File: src/rtl/core/set_assoc_lru_cache_sim_macros.svh
// ----------------------------------------------------------------------------
// Assertion macros for the set-associative LRU cache simulator
// Each macro clocks on i_clk and is disabled while i_rst_n is low.
// ----------------------------------------------------------------------------
`ifndef SET_ASSOC_LRU_CACHE_SIM_MACROS_SVH
`define SET_ASSOC_LRU_CACHE_SIM_MACROS_SVH

// Consequent checked in the same cycle as the antecedent.
`define SAC_ASSERT_NOW(label, ante, cons, msg) \
    label: assert property (@(posedge i_clk) disable iff (!i_rst_n) (ante) |-> (cons)) \
        else $error(msg);

// Consequent checked in the cycle after the antecedent.
`define SAC_ASSERT_NEXT(label, ante, cons, msg) \
    label: assert property (@(posedge i_clk) disable iff (!i_rst_n) (ante) |=> (cons)) \
        else $error(msg);

`endif

File: src/rtl/core/sac_pkg.sv
// ----------------------------------------------------------------------------
// sac_pkg
// Shared types, constants and width helpers of the LRU cache simulator.
// ----------------------------------------------------------------------------
`timescale 1ns / 1ps

package sac_pkg;

    // Default build sizes.
    localparam int SAC_MAX_SET_BITS = 8;
    localparam int SAC_WAYS         = 8;
    localparam int SAC_ADDR_WIDTH   = 64;

    // Stream and configuration port widths.
    localparam int SAC_IN_TDATA_W  = 64;
    localparam int SAC_CNT_W       = 32;
    localparam int SAC_OUT_PAD_W   = 6;
    localparam int SAC_OUT_TDATA_W = 2 + 3 * SAC_CNT_W + SAC_OUT_PAD_W;
    localparam int SAC_CFG_IDX_W   = 2;
    localparam int SAC_CFG_DATA_W  = 6;

    // Configuration register indexes.
    localparam logic [SAC_CFG_IDX_W-1:0] CFG_SET_BITS   = 2'd0;
    localparam logic [SAC_CFG_IDX_W-1:0] CFG_BLOCK_BITS = 2'd1;
    localparam logic [SAC_CFG_IDX_W-1:0] CFG_ASSOC      = 2'd2;

    // Configuration reset values.
    localparam logic [3:0] CFG_RST_SET_BITS   = 4'd4;
    localparam logic [5:0] CFG_RST_BLOCK_BITS = 6'd4;
    localparam logic [3:0] CFG_RST_ASSOC      = 4'd1;

    typedef enum logic [1:0] {
        OUT_HIT   = 2'd0,
        OUT_FILL  = 2'd1,
        OUT_EVICT = 2'd2
    } t_outcome;

    typedef enum logic [1:0] {
        ST_CLEAR  = 2'd0,
        ST_IDLE   = 2'd1,
        ST_LOOKUP = 2'd2
    } t_state;

    typedef struct packed {
        logic [3:0] set_bits;
        logic [5:0] block_bits;
        logic [3:0] assoc;
    } t_cfg;

    typedef struct packed {
        t_outcome outcome;
        logic     tag_we;
    } t_lookup_res;

    // Bits of one LRU age or way index.
    function automatic int sac_age_w(input int ways);
        return (ways > 1) ? $clog2(ways) : 1;
    endfunction

    // Bits of a fill count, which runs from zero to the way count.
    function automatic int sac_fill_w(input int ways);
        return $clog2(ways + 1);
    endfunction

endpackage

File: src/rtl/core/sac_cfg_regs.sv
// ----------------------------------------------------------------------------
// sac_cfg_regs
// Configuration registers: set bits, block offset bits and associativity.
// ----------------------------------------------------------------------------
`timescale 1ns / 1ps

module sac_cfg_regs (
    input  logic                                i_clk,
    input  logic                                i_rst_n,
    input  logic                                i_cfg_valid,
    output logic                                o_cfg_ready,
    input  logic [sac_pkg::SAC_CFG_IDX_W-1:0]   i_cfg_index,
    input  logic [sac_pkg::SAC_CFG_DATA_W-1:0]  i_cfg_data,
    output sac_pkg::t_cfg                       o_cfg
);
    import sac_pkg::*;

    t_cfg r_cfg;
    t_cfg n_cfg;

    assign o_cfg_ready = 1'b1;
    assign o_cfg       = r_cfg;

    always_comb begin
        n_cfg = r_cfg;
        if (i_cfg_valid) begin
            case (i_cfg_index)
                CFG_SET_BITS:   n_cfg.set_bits   = i_cfg_data[3:0];
                CFG_BLOCK_BITS: n_cfg.block_bits = i_cfg_data[5:0];
                CFG_ASSOC:      n_cfg.assoc      = i_cfg_data[3:0];
                default:        n_cfg = r_cfg;
            endcase
        end
    end

    always_ff @(posedge i_clk) begin
        if (!i_rst_n) begin
            r_cfg.set_bits   <= CFG_RST_SET_BITS;
            r_cfg.block_bits <= CFG_RST_BLOCK_BITS;
            r_cfg.assoc      <= CFG_RST_ASSOC;
        end else begin
            r_cfg <= n_cfg;
        end
    end

endmodule

File: config.mk
export PLATFORM = sky130hd
export DESIGN_NAME = sac_cfg_regs
export DESIGN_NICKNAME = d
export VERILOG_FILES = /design/src/rtl/core/set_assoc_lru_cache_sim_macros.svh /design/src/rtl/core/sac_pkg.sv /design/src/rtl/core/sac_cfg_regs.sv
export SDC_FILE = /design/constraint.sdc
export NUM_CORES = 1
export LEC_CHECK = 0
export BUFFER_PORTS_ARGS = -buffer_cell sky130_fd_sc_hd__buf_2
export CELL_PAD_IN_SITES_DETAIL_PLACEMENT = 0
export CELL_PAD_IN_SITES_GLOBAL_PLACEMENT = 1
export CORE_MARGIN = 2
export CORE_UTILIZATION = 32
export CTS_CLUSTER_SIZE = 8
export DETAILED_ROUTE_END_ITERATION = 8
export GPL_TIMING_DRIVEN = 0
export PLACE_DENSITY = 0.78
export SLEW_MARGIN = 20
export SYNTH_ARGS = -nofsm -noshare
export SYNTH_HDL_FRONTEND = slang
export SYNTH_SLANG_ARGS = --single-unit
export TNS_END_PERCENT = 10
File: constraint.sdc
create_clock -name i_clk -period 0.9 [get_ports i_clk]
set_clock_uncertainty 0.1 [all_clocks]
set_input_delay 0.135 -clock i_clk [delete_from_list [all_inputs] [get_ports i_clk]]
set_output_delay 0.135 -clock i_clk [all_outputs]
set_load 0.03 [all_outputs]
==> impl_metrics.csv <==
group,metric,value,unit
outcome,status,"finished, violations left",
outcome,violations,"setup timing",
cells_and_area,drive_gt1_share,53.9,%
routing,first_pass_iters,2,
die,rows,15,
die,start_util,33.7,%
worst_setup_path,cpMaxStageDelayCell,"dfxtp_2",
pwr,pwr-share-seq,49.3,%
routing,ant_nets,0,
clocking,clock_path_buffers,2,
timing,drv_slew,0,
place,pre_cts_slack,-114,ps
routing,drc_errors,0,
timing,worst_slack,-88.7,ps
routing,routedWlPerCell,11.0,um
global_route,gr-total-overflow,0,
timing,fin_crit,989,ps
worst_setup_path,max_stage_delay,350,ps
global_route,grt_usage,13.8,%
die,core-area,1730,um2
pwr,clkPwrFrac,34.2,%
routing,num_vias,489,
routing,first_iter_violations,2,
pwr,vdd_drop_max,0.598,mV
clocking,cts-buffers-inserted,3,
cells_and_area,largest_reg_flops,14,
worst_setup_path,arrival,750,ps
clocking,cts_root_buf,"clkbuf_4",
cells_and_area,stdcell_count,114,
cells_and_area,nets,101,
logic_synthesis,yosys_warnings,0,
timing,max_freq,1010,MHz
run,maxCapViolCount,0,
pwr,p_int,0.997,mW
pwr,p_leak,0.435,nW
die,die_area,2180,um2
timing,setup_violations,14,
worst_setup_path,critical_path_class,"flip-flop to output port",
logic_synthesis,synth_nets,69,
timing,hold_violations,0,
pwr,combPwrFrac,16.6,%
hold_path,hold_path_class,"primary input to flip-flop",
global_route,grt_pass1_vias,481,
global_route,grt_pass1_wl,2000,um
worst_setup_path,crit_path_start_kind,"flip-flop",
place,io_buffers,24,
die,die_w,46.6,um
die,io_pins,26,
timing,finalSetupTns,-1160,ps
place,gp_congestion,0.686,
clocking,cts_tree,"yes",
clocking,post-cts-setup-buffer-count,0,
die,dieHeight,46.6,um
worst_setup_path,crit_family,"flip-flops",
cells_and_area,design_area,905,um2
timing,hold-worst-slack,26.4,ps
worst_setup_path,path_buf_inv,1,
global_route,grt_max_degree,11,
worst_setup_path,cp_cell_sequence,"buf_6",
worst_setup_path,crit_required,660,ps
logic_synthesis,seq_area_frac_synth,48.2,%
pwr,power_density,1480,nW/um2
logic_synthesis,synth_cell_types,14,
routing,wirelength,1260,um
timing,rsz0062_at_grt,"yes",
clocking,htree_levels,1,
clocking,insertion_delay,280,ps
logic_synthesis,synth_seq_cells,14,
worst_setup_path,critPathMaxFanout,2,
global_route,antenna_found_initial,0,
clocking,clkSinkCount,14,
logic_synthesis,syn-cell-area,582,um2
clocking,clkTransAtPathRegs,90,ps
logic_synthesis,syn_inst,58,
logic_synthesis,avgSynthCellArea,10.0,um2
pwr,swShare,25.7,%
cells_and_area,area_delta_synth_final,55.5,%
place,placed_cell_area,733,um2
cells_and_area,num_antenna_cells,0,
cells_and_area,num-fill-cells,179,
place,dp_cells,107,
pwr,p_switching,0.345,mW
worst_setup_path,crit_path_end_kind,"output port",
timing,fin_crit_sh,110,%
routing,drt-vias-per-instance,4.29,
-- metal layers --
layer	vias to the layer above	wire length [um]	part of all wire, %	GRT usage, %
met5	-	0	0	0
met4	0	19	1.5	11.7
met3	2	57	4.5	2.35
met2	14	600	48	20.8
met1	219	582	46	16.7
li1	254	-	-	-
-- synth_stat cells --
| master | n | area (um2) |
|---|---|---|
| buf_4 | 1 | 7.51 |
| buf_2 | 2 | 10.0 |
| mux2i_1 | 13 | 130 |
| dfxtp_1 | 14 | 280 |
| o211ai_1 | 1 | 7.51 |
| conb_1 | 1 | 3.75 |
| and3b_2 | 1 | 10.0 |
| nand3b_2 | 1 | 11.3 |
| nand3b_1 | 1 | 7.51 |
| nor2b_1 | 3 | 18.8 |
| nor3b_4 | 1 | 18.8 |
| nand4b_1 | 1 | 8.76 |
| nand2_1 | 17 | 63.8 |
| inv_1 | 1 | 3.75 |
-- worst min-delay path, stage by stage --
cell and delay, ps:
buf_2 100, nand2_1 70, mux2i_1 60
-- path summary, 6_finish.rpt --
kind,from,to,slack [ps],cells after the start
setup / recovery,o_cfg[13],o_cfg[13],-90,1
hold / removal,i_cfg_data[0],o_cfg[4],30,3
setup reg to reg,o_cfg[12],o_cfg[12],180,2
hold reg to reg,o_cfg[2],o_cfg[2],370,2
-- per-stage QoR --
stage | util (%) | power, mW
2_1_floorplan | - | 0.786
3_3_place_gp | 42.5 | 0.850
3_5_place_dp | 42.5 | 0.853
4_1_cts | 52.4 | 1.36
5_1_grt | 52.4 | 1.40
6_report | 52.4 | 1.34
-- what timing repair did --
action | CTS | global route
endpoints found under the hold margin | 3 | 0
hold buffers | 3 | 0
resized for setup | 42 | 0
cloned | 0 | 0
endpoints found under the setup margin | 14 | 14
-- placed cells by master (no fill, tap or decap) --
master,instances
clkbuf_4,3
nand2_1,17
nand3b_2,1
conb_1,1
dlygate4sd3_1,3
inv_1,1
clkbuf_8,1
buf_4,1
nor2b_1,3
mux2i_1,13
and3b_2,1
dfxtp_2,14
buf_2,12
buf_6,14
o211ai_1,1
nand3b_1,1
nor3b_4,1
nand4b_1,1
-- logic make-up after synthesis --
family | count (synthesis) | share of synthesized area [%]
buffers and inverters | 4 | 3.66
flip-flops | 14 | 48.2
AND/OR/NAND/NOR | 25 | 23.9
AO/OA/AOI/OAI | 1 | 1.29
other | 1 | 0.645
multiplexers | 13 | 22.4
-- layout make-up --
cell class	instances	area [um2]	area share (%)
sequential	14	298	32.9
buffer	3	17.5	1.94
tap	25	31.3	3.46
timing repair buffer	27	238	26.3
clock buffer	4	36.3	4.01
inverter	1	3.75	0.415
multi-input combinational	40	280	31.0
-- power groups by stage --
stage,combinational (mW),sequential (mW),clock (mW)
after CTS,0.224,0.661,0.479
after detailed placement,0.186,0.666,0
final,0.222,0.661,0.459
after global routing,0.240,0.664,0.500
after floorplan,0.0746,0.712,0
after global placement,0.184,0.666,0
Note: power is estimated with default switching activity, not from simulation.
