==> config.mk <==
export PLATFORM = sky130hd
export DESIGN_NAME = sac_way_logic
export DESIGN_NICKNAME = d
export VERILOG_FILES = /design/src/rtl/core/set_assoc_lru_cache_sim_macros.svh /design/src/rtl/core/sac_pkg.sv /design/src/rtl/core/sac_way_logic.sv
export SDC_FILE = /design/constraint.sdc
export NUM_CORES = 1
export LEC_CHECK = 0
export BUFFER_PORTS_ARGS = -buffer_cell sky130_fd_sc_hd__buf_2
export CAP_MARGIN = 30
export CORE_AREA = 2 2 450 452
export DETAILED_ROUTE_END_ITERATION = 16
export DIE_AREA = 0 0 452 454
export PLACE_DENSITY = 0.3
export SYNTH_ARGS = -nofsm -noshare
export SYNTH_HDL_FRONTEND = slang
export SYNTH_SLANG_ARGS = --single-unit
==> constraint.sdc <==
create_clock -name vclk -period 12.6
set_clock_uncertainty 0.15 [all_clocks]
set_input_delay 0 -clock vclk [all_inputs]
set_output_delay 0 -clock vclk [all_outputs]
set_load 0.05 [all_outputs]
==> src/rtl/core/set_assoc_lru_cache_sim_macros.svh <==
// ----------------------------------------------------------------------------
// Assertion macros for the set-associative LRU cache simulator
// Each macro clocks on i_clk and is disabled while i_rst_n is low.
// ----------------------------------------------------------------------------
`ifndef SET_ASSOC_LRU_CACHE_SIM_MACROS_SVH
`define SET_ASSOC_LRU_CACHE_SIM_MACROS_SVH

// Consequent checked in the same cycle as the antecedent.
`define SAC_ASSERT_NOW(label, ante, cons, msg) \
    label: assert property (@(posedge i_clk) disable iff (!i_rst_n) (ante) |-> (cons)) \
        else $error(msg);

// Consequent checked in the cycle after the antecedent.
`define SAC_ASSERT_NEXT(label, ante, cons, msg) \
    label: assert property (@(posedge i_clk) disable iff (!i_rst_n) (ante) |=> (cons)) \
        else $error(msg);

`endif

==> src/rtl/core/sac_pkg.sv <==
// ----------------------------------------------------------------------------
// sac_pkg
// Shared types, constants and width helpers of the LRU cache simulator.
// ----------------------------------------------------------------------------
`timescale 1ns / 1ps

package sac_pkg;

    // Default build sizes.
    localparam int SAC_MAX_SET_BITS = 8;
    localparam int SAC_WAYS         = 8;
    localparam int SAC_ADDR_WIDTH   = 64;

    // Stream and configuration port widths.
    localparam int SAC_IN_TDATA_W  = 64;
    localparam int SAC_CNT_W       = 32;
    localparam int SAC_OUT_PAD_W   = 6;
    localparam int SAC_OUT_TDATA_W = 2 + 3 * SAC_CNT_W + SAC_OUT_PAD_W;
    localparam int SAC_CFG_IDX_W   = 2;
    localparam int SAC_CFG_DATA_W  = 6;

    // Configuration register indexes.
    localparam logic [SAC_CFG_IDX_W-1:0] CFG_SET_BITS   = 2'd0;
    localparam logic [SAC_CFG_IDX_W-1:0] CFG_BLOCK_BITS = 2'd1;
    localparam logic [SAC_CFG_IDX_W-1:0] CFG_ASSOC      = 2'd2;

    // Configuration reset values.
    localparam logic [3:0] CFG_RST_SET_BITS   = 4'd4;
    localparam logic [5:0] CFG_RST_BLOCK_BITS = 6'd4;
    localparam logic [3:0] CFG_RST_ASSOC      = 4'd1;

    typedef enum logic [1:0] {
        OUT_HIT   = 2'd0,
        OUT_FILL  = 2'd1,
        OUT_EVICT = 2'd2
    } t_outcome;

    typedef enum logic [1:0] {
        ST_CLEAR  = 2'd0,
        ST_IDLE   = 2'd1,
        ST_LOOKUP = 2'd2
    } t_state;

    typedef struct packed {
        logic [3:0] set_bits;
        logic [5:0] block_bits;
        logic [3:0] assoc;
    } t_cfg;

    typedef struct packed {
        t_outcome outcome;
        logic     tag_we;
    } t_lookup_res;

    // Bits of one LRU age or way index.
    function automatic int sac_age_w(input int ways);
        return (ways > 1) ? $clog2(ways) : 1;
    endfunction

    // Bits of a fill count, which runs from zero to the way count.
    function automatic int sac_fill_w(input int ways);
        return $clog2(ways + 1);
    endfunction

endpackage

==> src/rtl/core/sac_way_logic.sv <==
// ----------------------------------------------------------------------------
// sac_way_logic
// Parallel tag compare over one set, LRU age update and line replacement.
// ----------------------------------------------------------------------------
`timescale 1ns / 1ps

module sac_way_logic #(
    parameter int WAYS       = sac_pkg::SAC_WAYS,
    parameter int ADDR_WIDTH = sac_pkg::SAC_ADDR_WIDTH
) (
    input  logic [WAYS*ADDR_WIDTH-1:0]                 i_tag_row,
    input  logic [sac_pkg::sac_fill_w(WAYS)+WAYS*sac_pkg::sac_age_w(WAYS)-1:0] i_meta_row,
    input  logic [ADDR_WIDTH-1:0]                      i_tag,
    input  logic [sac_pkg::sac_fill_w(WAYS)-1:0]       i_assoc,
    output sac_pkg::t_lookup_res                       o_res,
    output logic [WAYS*ADDR_WIDTH-1:0]                 o_tag_row,
    output logic [sac_pkg::sac_fill_w(WAYS)+WAYS*sac_pkg::sac_age_w(WAYS)-1:0] o_meta_row
);
    import sac_pkg::*;

    localparam int AGE_W  = sac_age_w(WAYS);
    localparam int FILL_W = sac_fill_w(WAYS);
    localparam int META_W = FILL_W + WAYS * AGE_W;

    logic [FILL_W-1:0] fill_raw;
    logic [FILL_W-1:0] fill_c;
    logic [AGE_W-1:0]  oldest;
    logic [AGE_W-1:0]  age [WAYS];
    logic [WAYS-1:0]   filled;
    logic              hit;
    logic              vic_found;
    logic [AGE_W-1:0]  hit_way;
    logic [AGE_W-1:0]  vic_way;
    logic [AGE_W-1:0]  hit_age;
    logic [AGE_W-1:0]  tgt_way;
    logic [AGE_W-1:0]  new_age;
    t_outcome          outcome;

    assign fill_raw = i_meta_row[META_W-1 -: FILL_W];
    assign fill_c   = (fill_raw > FILL_W'(WAYS)) ? FILL_W'(WAYS) : fill_raw;
    // Filled ways always carry the distinct ages 0 .. fill-1, so the LRU
    // line is the one whose age equals fill-1.
    assign oldest   = AGE_W'(fill_c - FILL_W'(1));

    always_comb begin
        hit       = 1'b0;
        hit_way   = '0;
        vic_found = 1'b0;
        vic_way   = '0;
        for (int w = 0; w < WAYS; w++) begin
            age[w]    = i_meta_row[w*AGE_W +: AGE_W];
            filled[w] = (FILL_W'(w) < fill_c);
            if (!hit && filled[w] && (i_tag_row[w*ADDR_WIDTH +: ADDR_WIDTH] == i_tag)) begin
                hit     = 1'b1;
                hit_way = AGE_W'(w);
            end
            if (!vic_found && filled[w] && (age[w] == oldest)) begin
                vic_found = 1'b1;
                vic_way   = AGE_W'(w);
            end
        end
    end

    assign hit_age = age[hit_way];

    always_comb begin
        if (hit) begin
            outcome = OUT_HIT;
        end else if (fill_c < i_assoc) begin
            outcome = OUT_FILL;
        end else begin
            outcome = OUT_EVICT;
        end
    end

    assign tgt_way      = (outcome == OUT_FILL) ? AGE_W'(fill_c) : vic_way;
    assign o_res.outcome = outcome;
    assign o_res.tag_we  = (outcome != OUT_HIT);

    always_comb begin
        o_tag_row  = i_tag_row;
        o_meta_row = i_meta_row;
        new_age    = '0;
        for (int w = 0; w < WAYS; w++) begin
            case (outcome)
                OUT_HIT: begin
                    if (AGE_W'(w) == hit_way) begin
                        new_age = '0;
                    end else if (filled[w] && (age[w] < hit_age)) begin
                        new_age = age[w] + AGE_W'(1);
                    end else begin
                        new_age = age[w];
                    end
                end
                OUT_FILL, OUT_EVICT: begin
                    if (AGE_W'(w) == tgt_way) begin
                        new_age = '0;
                    end else if (filled[w]) begin
                        new_age = age[w] + AGE_W'(1);
                    end else begin
                        new_age = age[w];
                    end
                end
                default: new_age = age[w];
            endcase
            o_meta_row[w*AGE_W +: AGE_W] = new_age;
            if ((outcome != OUT_HIT) && (AGE_W'(w) == tgt_way)) begin
                o_tag_row[w*ADDR_WIDTH +: ADDR_WIDTH] = i_tag;
            end
        end
        o_meta_row[META_W-1 -: FILL_W] =
            (outcome == OUT_FILL) ? (fill_c + FILL_W'(1)) : fill_c;
    end

endmodule
==> results.json, run 1 <==
{
  "setup_violations": 0,
  "core_um2": 201000,
  "num_io_pins": 1151,
  "num-fill-cells": 23600,
  "synthDistinctLibCells": 90,
  "nets": 3669,
  "worst_slew_pin_slew_ns": 1.02,
  "postSynthCellCount": 1970,
  "die-area_um2": 205000,
  "num_rows": 165,
  "arrival_ns": 7.61,
  "area_growth_pct": 57.7,
  "hold_start": "i_tag_row[22]",
  "drive_gt1_share_pct": 58.8,
  "crit_start": "i_meta_row[27]",
  "dpl_worst_slack_ns": 4.80,
  "cp-endpoint": "o_tag_row[456]",
  "firstDrtPassIters": 5,
  "die_w_um": 452,
  "fin_crit_sh_pct": 61.6,
  "synth_nets": 2602,
  "fin_ws_ns": 4.84,
  "max_freq_ghz": 0.129,
  "vias": 22100,
  "fin_util_pct": 12.5,
  "min_period_ns": 7.76,
  "rsz0062_at_grt": "no",
  "maxSlewHeadroom_pct": 31.8,
  "synth_top_area_share_pct": 33.1,
  "synth-simple-area-share_pct": 16.5,
  "cp_slowest_cell": "a2bb2oi_1",
  "crit_path_start_kind": "input pin",
  "cp_cell_sequence": "buf_2, buf_4, nand2b_1, inv_2, ha_1, nor3_2, nor4_1, nand4_1, nor4_1, a2bb2oi_1, and3_1, nand3_2, ha_1, clkinv_1, nand2_1, nor2_4, buf_4, mux2_2, buf_2",
  "yosysTopAreaCell": "mux2_2",
  "io_buffers": 1151,
  "drt_wl_total_um": 257000,
  "yosysWarnings": 0,
  "seq_cell_count": 0,
  "die_y_um": 454,
  "cts.repair.resized": 0,
  "post-dp-hpwl_um": 225000,
  "cap_violations": 0,
  "fin_setup_tns_ns": 0,
  "cts_setup_buffers": 0,
  "path_buf_inv": 6,
  "path_depth": 19,
  "synth.most_common_cell": "mux2_2",
  "grt_start_max_net_pins": 57,
  "grt_pass1_wl_um": 304000,
  "critical_path_class": "input pin to output pin",
  "synth_xor_area_share_pct": 27.6,
  "start_util_pct": 7.92,
  "critPathMaxStageDelay_ns": 0.80,
  "synth_fa_ha_area_share_pct": 1.95,
  "endpoint_kind": "output pin",
  "postRouteAntennaNets": 0,
  "synthMuxAreaShare_pct": 35.8,
  "synth_top_family_by_area": "multiplexers",
  "synth-compound-area-share_pct": 10.4,
  "hold-path-cell-count": 3,
  "routedWlPerCell_um": 44.6,
  "antenna_found_initial": 147,
  "globalplace.congestion": 0.855,
  "clockBufferCount": 0,
  "worstHoldPathType": "input pin to output pin",
  "register_area_um2": 0,
  "grt_pass1_vias": 22000,
  "required_ns": 12.45,
  "grt-ovfl-total": 0,
  "cp_max_fo": 55,
  "grt_use_total_pct": 23.7,
  "holdBufCountCts": 0,
  "status": "completed",
  "crit_family": "simple AND/OR/NAND/NOR gates",
  "seq_area_frac_synth_pct": 0,
  "syn-cell-area_um2": 15900,
  "via_per_inst": 3.85,
  "hold_viol": 0,
  "synth.area.top_cells": "mux2_2 (33%), xnor2_1 (14%), xor2_1 (13%)",
  "drt_first_iter_violations": 1679,
  "slew_viol_final": 0,
  "drc": 0,
  "syn_avg_cell_area_um2": 8.07,
  "synth_commonest_cells": "mux2_2 (467), xnor2_1 (248), xor2_1 (238)"
}
routing by layer:
| layer | routed length, um | up-vias | GRT usage (%) |
|---|---|---|---|
| li1 | - | 9280 | - |
| met1 | 96400 | 11300 | 26.6 |
| met2 | 135000 | 1226 | 44.9 |
| met3 | 17000 | 332 | 5.04 |
| met4 | 8390 | 26 | 5.97 |
| met5 | 358 | - | 0.746 |
final cells by class:
| class | instances | area, um2 | share of cell area (%) |
|---|---|---|---|
| multi-input combinational | 1714 | 14800 | 59.0 |
| timing repair buffer | 1270 | 6650 | 26.5 |
| tap | 2672 | 3340 | 13.3 |
| inverter | 51 | 191 | 0.763 |
| antenna | 44 | 110 | 0.439 |
how the worst min path moves through the flow:
stage	to	slack, ns
6_report	o_tag_row[22]	0.31
5_1_grt	o_tag_row[238]	0.32
4_1_cts	o_tag_row[22]	0.31
3_5_place_dp	o_tag_row[22]	0.31
3_3_place_gp	o_tag_row[238]	0.31
2_1_floorplan	o_tag_row[0]	0.15
cells by family (layout without fill, tap and decap cells):
group,count (synthesis),after routing
compound gates,225,225
xor+xnor,492,492
fa+ha+maj,25,25
buf+inv,256,1321
mux,506,506
other cells,0,44
simple gates,466,466
metrics by stage:
step | instances | area, um2 | hold slack [ns]
final | 5751 | 25100 | 0.313
after global routing | 5728 | 25000 | 0.317
after CTS | 5707 | 25000 | 0.310
after detailed placement | 5707 | 25000 | 0.307
after global placement | 5688 | 24800 | 0.312
after floorplan | 1970 | 15900 | 0.146
worst min-delay path, stage by stage:
cell and delay [ns]:
buf_2 0.10, mux2_1 0.11, buf_2 0.25
cell usage in the layout (no fill, tap or decap), types with 23 or more instances in the layout:
| cell | instances |
|---|---|
| buf_4 | 113 |
| inv_1 | 45 |
| diode_2 | 44 |
| mux2_1 | 30 |
| nand3_1 | 24 |
| nand4_1 | 85 |
| nor3_1 | 26 |
| xor2_1 | 238 |
| o21ai_0 | 50 |
| nand2_1 | 78 |
| nor2_1 | 50 |
| a21oi_1 | 24 |
| buf_2 | 1154 |
| ha_1 | 23 |
| nor2b_1 | 25 |
| nor4_1 | 62 |
| mux2_2 | 467 |
| nand2b_1 | 36 |
| xnor2_1 | 248 |
==> inputs of run 2 (changes only) <==
--- a/config.mk
+++ b/config.mk
@@ -7,9 +7,9 @@
 export LEC_CHECK = 0
 export BUFFER_PORTS_ARGS = -buffer_cell sky130_fd_sc_hd__buf_2
 export CAP_MARGIN = 30
-export CORE_AREA = 2 2 450 452
+export CORE_AREA = 2 2 444 446
 export DETAILED_ROUTE_END_ITERATION = 16
-export DIE_AREA = 0 0 452 454
+export DIE_AREA = 0 0 446 448
 export PLACE_DENSITY = 0.3
 export SYNTH_ARGS = -nofsm -noshare
 export SYNTH_HDL_FRONTEND = slang
==> constraint.sdc (replaced) <==
create_clock -name vclk -period 7.8
set_clock_uncertainty 0.15 [all_clocks]
set_input_delay 0 -clock vclk [all_inputs]
set_output_delay 0 -clock vclk [all_outputs]
set_load 0.05 [all_outputs]
==> run 2 against run 1 <==
Net effect:
- cell count decreased by 1.7%
- sequential cell count unchanged
- routed wire length decreased by 2.1%
- worst hold slack got worse by 0.00098 ns
- critical path depth increased by 8
- worst setup slack got worse by 3.7 ns
- global-route usage increased by 0.27 points
- non-clock buffer count increased by 41
- count of clock-buffer cells in the layout unchanged
- highest routed layer unchanged
- design area increased by 1.1%
- die area decreased by 2.6%
- sequential share of layout area unchanged
==> results.json, run 2 (synthesized netlist as in run 1, its figures left out) <==
{
  "layout_common_cells": "buf_2 (1,151), mux2_2 (467), xnor2_1 (246)",
  "rsz0062_at_grt": "no",
  "required_ns": 7.65,
  "via_per_inst": 3.90,
  "arrival_ns": 6.53,
  "max_freq_ghz": 0.150,
  "fin_crit_sh_pct": 85.6,
  "hold_start": "i_tag_row[243]",
  "nets": 3710,
  "endpoint_kind": "output pin",
  "die_y_um": 448,
  "cts.repair.resized": 0,
  "area_growth_pct": 59.4,
  "drt_first_iter_violations": 1457,
  "crit_path_start_kind": "input pin",
  "status": "completed",
  "worstHoldPathType": "input pin to output pin",
  "drc": 0,
  "die_w_um": 446,
  "num_io_pins": 1151,
  "grt-ovfl-total": 0,
  "min_period_ns": 6.68,
  "cts_setup_buffers": 0,
  "antenna_found_initial": 144,
  "clockBufferCount": 0,
  "grt_use_met3_pct": 5.34,
  "globalRouteMet1Util_pct": 26.8,
  "grt_start_max_net_pins": 73,
  "hold_end": "o_tag_row[243]",
  "core_um2": 195000,
  "met2_usage_pct": 45.8,
  "p_sw_share_pct": 74.6,
  "max-vdd-ir-drop_uv": 88.7,
  "fin_util_pct": 13.0,
  "power_mw": 3.63,
  "grt_pass1_vias": 22400,
  "grt_pass1_wl_um": 301000,
  "p_switching_mw": 2.71,
  "num-fill-cells": 22800,
  "critical_path_class": "input pin to output pin",
  "globalplace.congestion": 0.884,
  "cap_violations": 0,
  "num_rows": 162,
  "drive_gt1_share_pct": 59.4,
  "hold-path-cell-count": 3,
  "slew_viol_final": 0,
  "worst_slew_pin_slew_ns": 1.05,
  "pwr-share-clk_pct": 0,
  "post-dp-hpwl_um": 224000,
  "routedWlPerCell_um": 44.5,
  "firstDrtPassIters": 5,
  "seqPwrFrac_pct": 0,
  "grt_use_total_pct": 24.0,
  "seq_cell_count": 0,
  "start_util_pct": 8.17,
  "drt_wl_total_um": 251000,
  "register_area_um2": 0,
  "leakage_nw": 10.5,
  "maxSlewHeadroom_pct": 29.9,
  "grt.busiest_layer": "met2",
  "holdBufCountCts": 0,
  "io_buffers": 1151,
  "p_per_area_nw_per_um2": 143,
  "die-area_um2": 200000,
  "setup_violations": 0,
  "power_frac_comb_pct": 100.0,
  "p_int_uw": 921,
  "vias": 22000,
  "final_common_cell": "buf_2",
  "hold_viol": 0,
  "cp_max_fo": 11,
  "postRouteAntennaNets": 0
}
run 2: cell types whose count changed in the layout (fill, tap and decap cells not counted), sizes merged:
cell / change
buf: +41
diode: -8
run 2: worst max-delay path: stages:
cell	delay, ns
buf_2	0.19
nand2b_1	0.19
buf_4	0.22
inv_2	0.26
ha_1	0.40
nor3_4	0.18
nor4_2	0.67
buf_6	0.22
nand4_1	0.09
nor4_2	0.35
buf_4	0.24
o311ai_1	0.30
o311ai_4	0.26
o21ai_4	0.20
mux2_2	0.27
nor2_1	0.04
a211oi_1	0.27
a21oi_2	0.05
buf_4	0.21
ha_1	0.33
inv_1	0.04
a2111oi_0	0.57
buf_4	0.23
nor2_1	0.06
mux2i_1	0.11
nor3_1	0.20
buf_2	0.30
run 2: final cells by class:
| type | count | area, um2 | share of cell area [%] |
|---|---|---|---|
| Tap cell | 2542 | 3180 | 12.5 |
| Timing Repair Buffer | 1311 | 7090 | 28.0 |
| Antenna cell | 36 | 90.1 | 0.355 |
| Multi-Input combinational cell | 1714 | 14800 | 58.4 |
| Inverter | 51 | 191 | 0.755 |
run 2: power by group through the flow:
stage                     Sequential (mW)  Combinational [mW]   Clock (mW)
after floorplan                         0                2.07            0
after global placement                  0                3.70            0
after detailed placement                0                3.67            0
after CTS                               0                3.69            0
after global routing                    0                3.75  0.000000330
final                                   0                3.63  0.000000253
run 2: worst max-delay path by stage:
stage	startpoint	to	cells after the start
detailed placement	i_meta_row[27]	o_meta_row[9]	27
global placement	i_meta_row[27]	o_tag_row[217]	17
CTS	i_meta_row[27]	o_meta_row[9]	27
global route	i_meta_row[27]	o_meta_row[9]	28
finish	i_meta_row[27]	o_meta_row[9]	27
floorplan	i_meta_row[27]	o_meta_row[12]	19
run 2: routing by layer:
layer / up-vias / part of all wire, %
met2: 1068 / 53
met3: 307 / 6.3
met4: 26 / 3.2
li1: 9366 / -
met5: - / 0.067
met1: 11300 / 38
run 2: metrics by stage:
stage / hold WS [ns] / setup WS [ns] / setup TNS [ns] / instance area, um2 / std cells
floorplan: 0.146 / 1.93 / 0 / 15900 / 1970
CTS: 0.312 / 0.993 / 0 / 25300 / 5618
global route: 0.339 / 0.782 / 0 / 25300 / 5637
global placement: 0.309 / -1.99 / -820.76 / 25200 / 5610
finish: 0.312 / 1.12 / 0 / 25400 / 5654
detailed placement: 0.309 / 1.01 / 0 / 25300 / 5618
No activity file was read; power rests on OpenSTA's default activity.
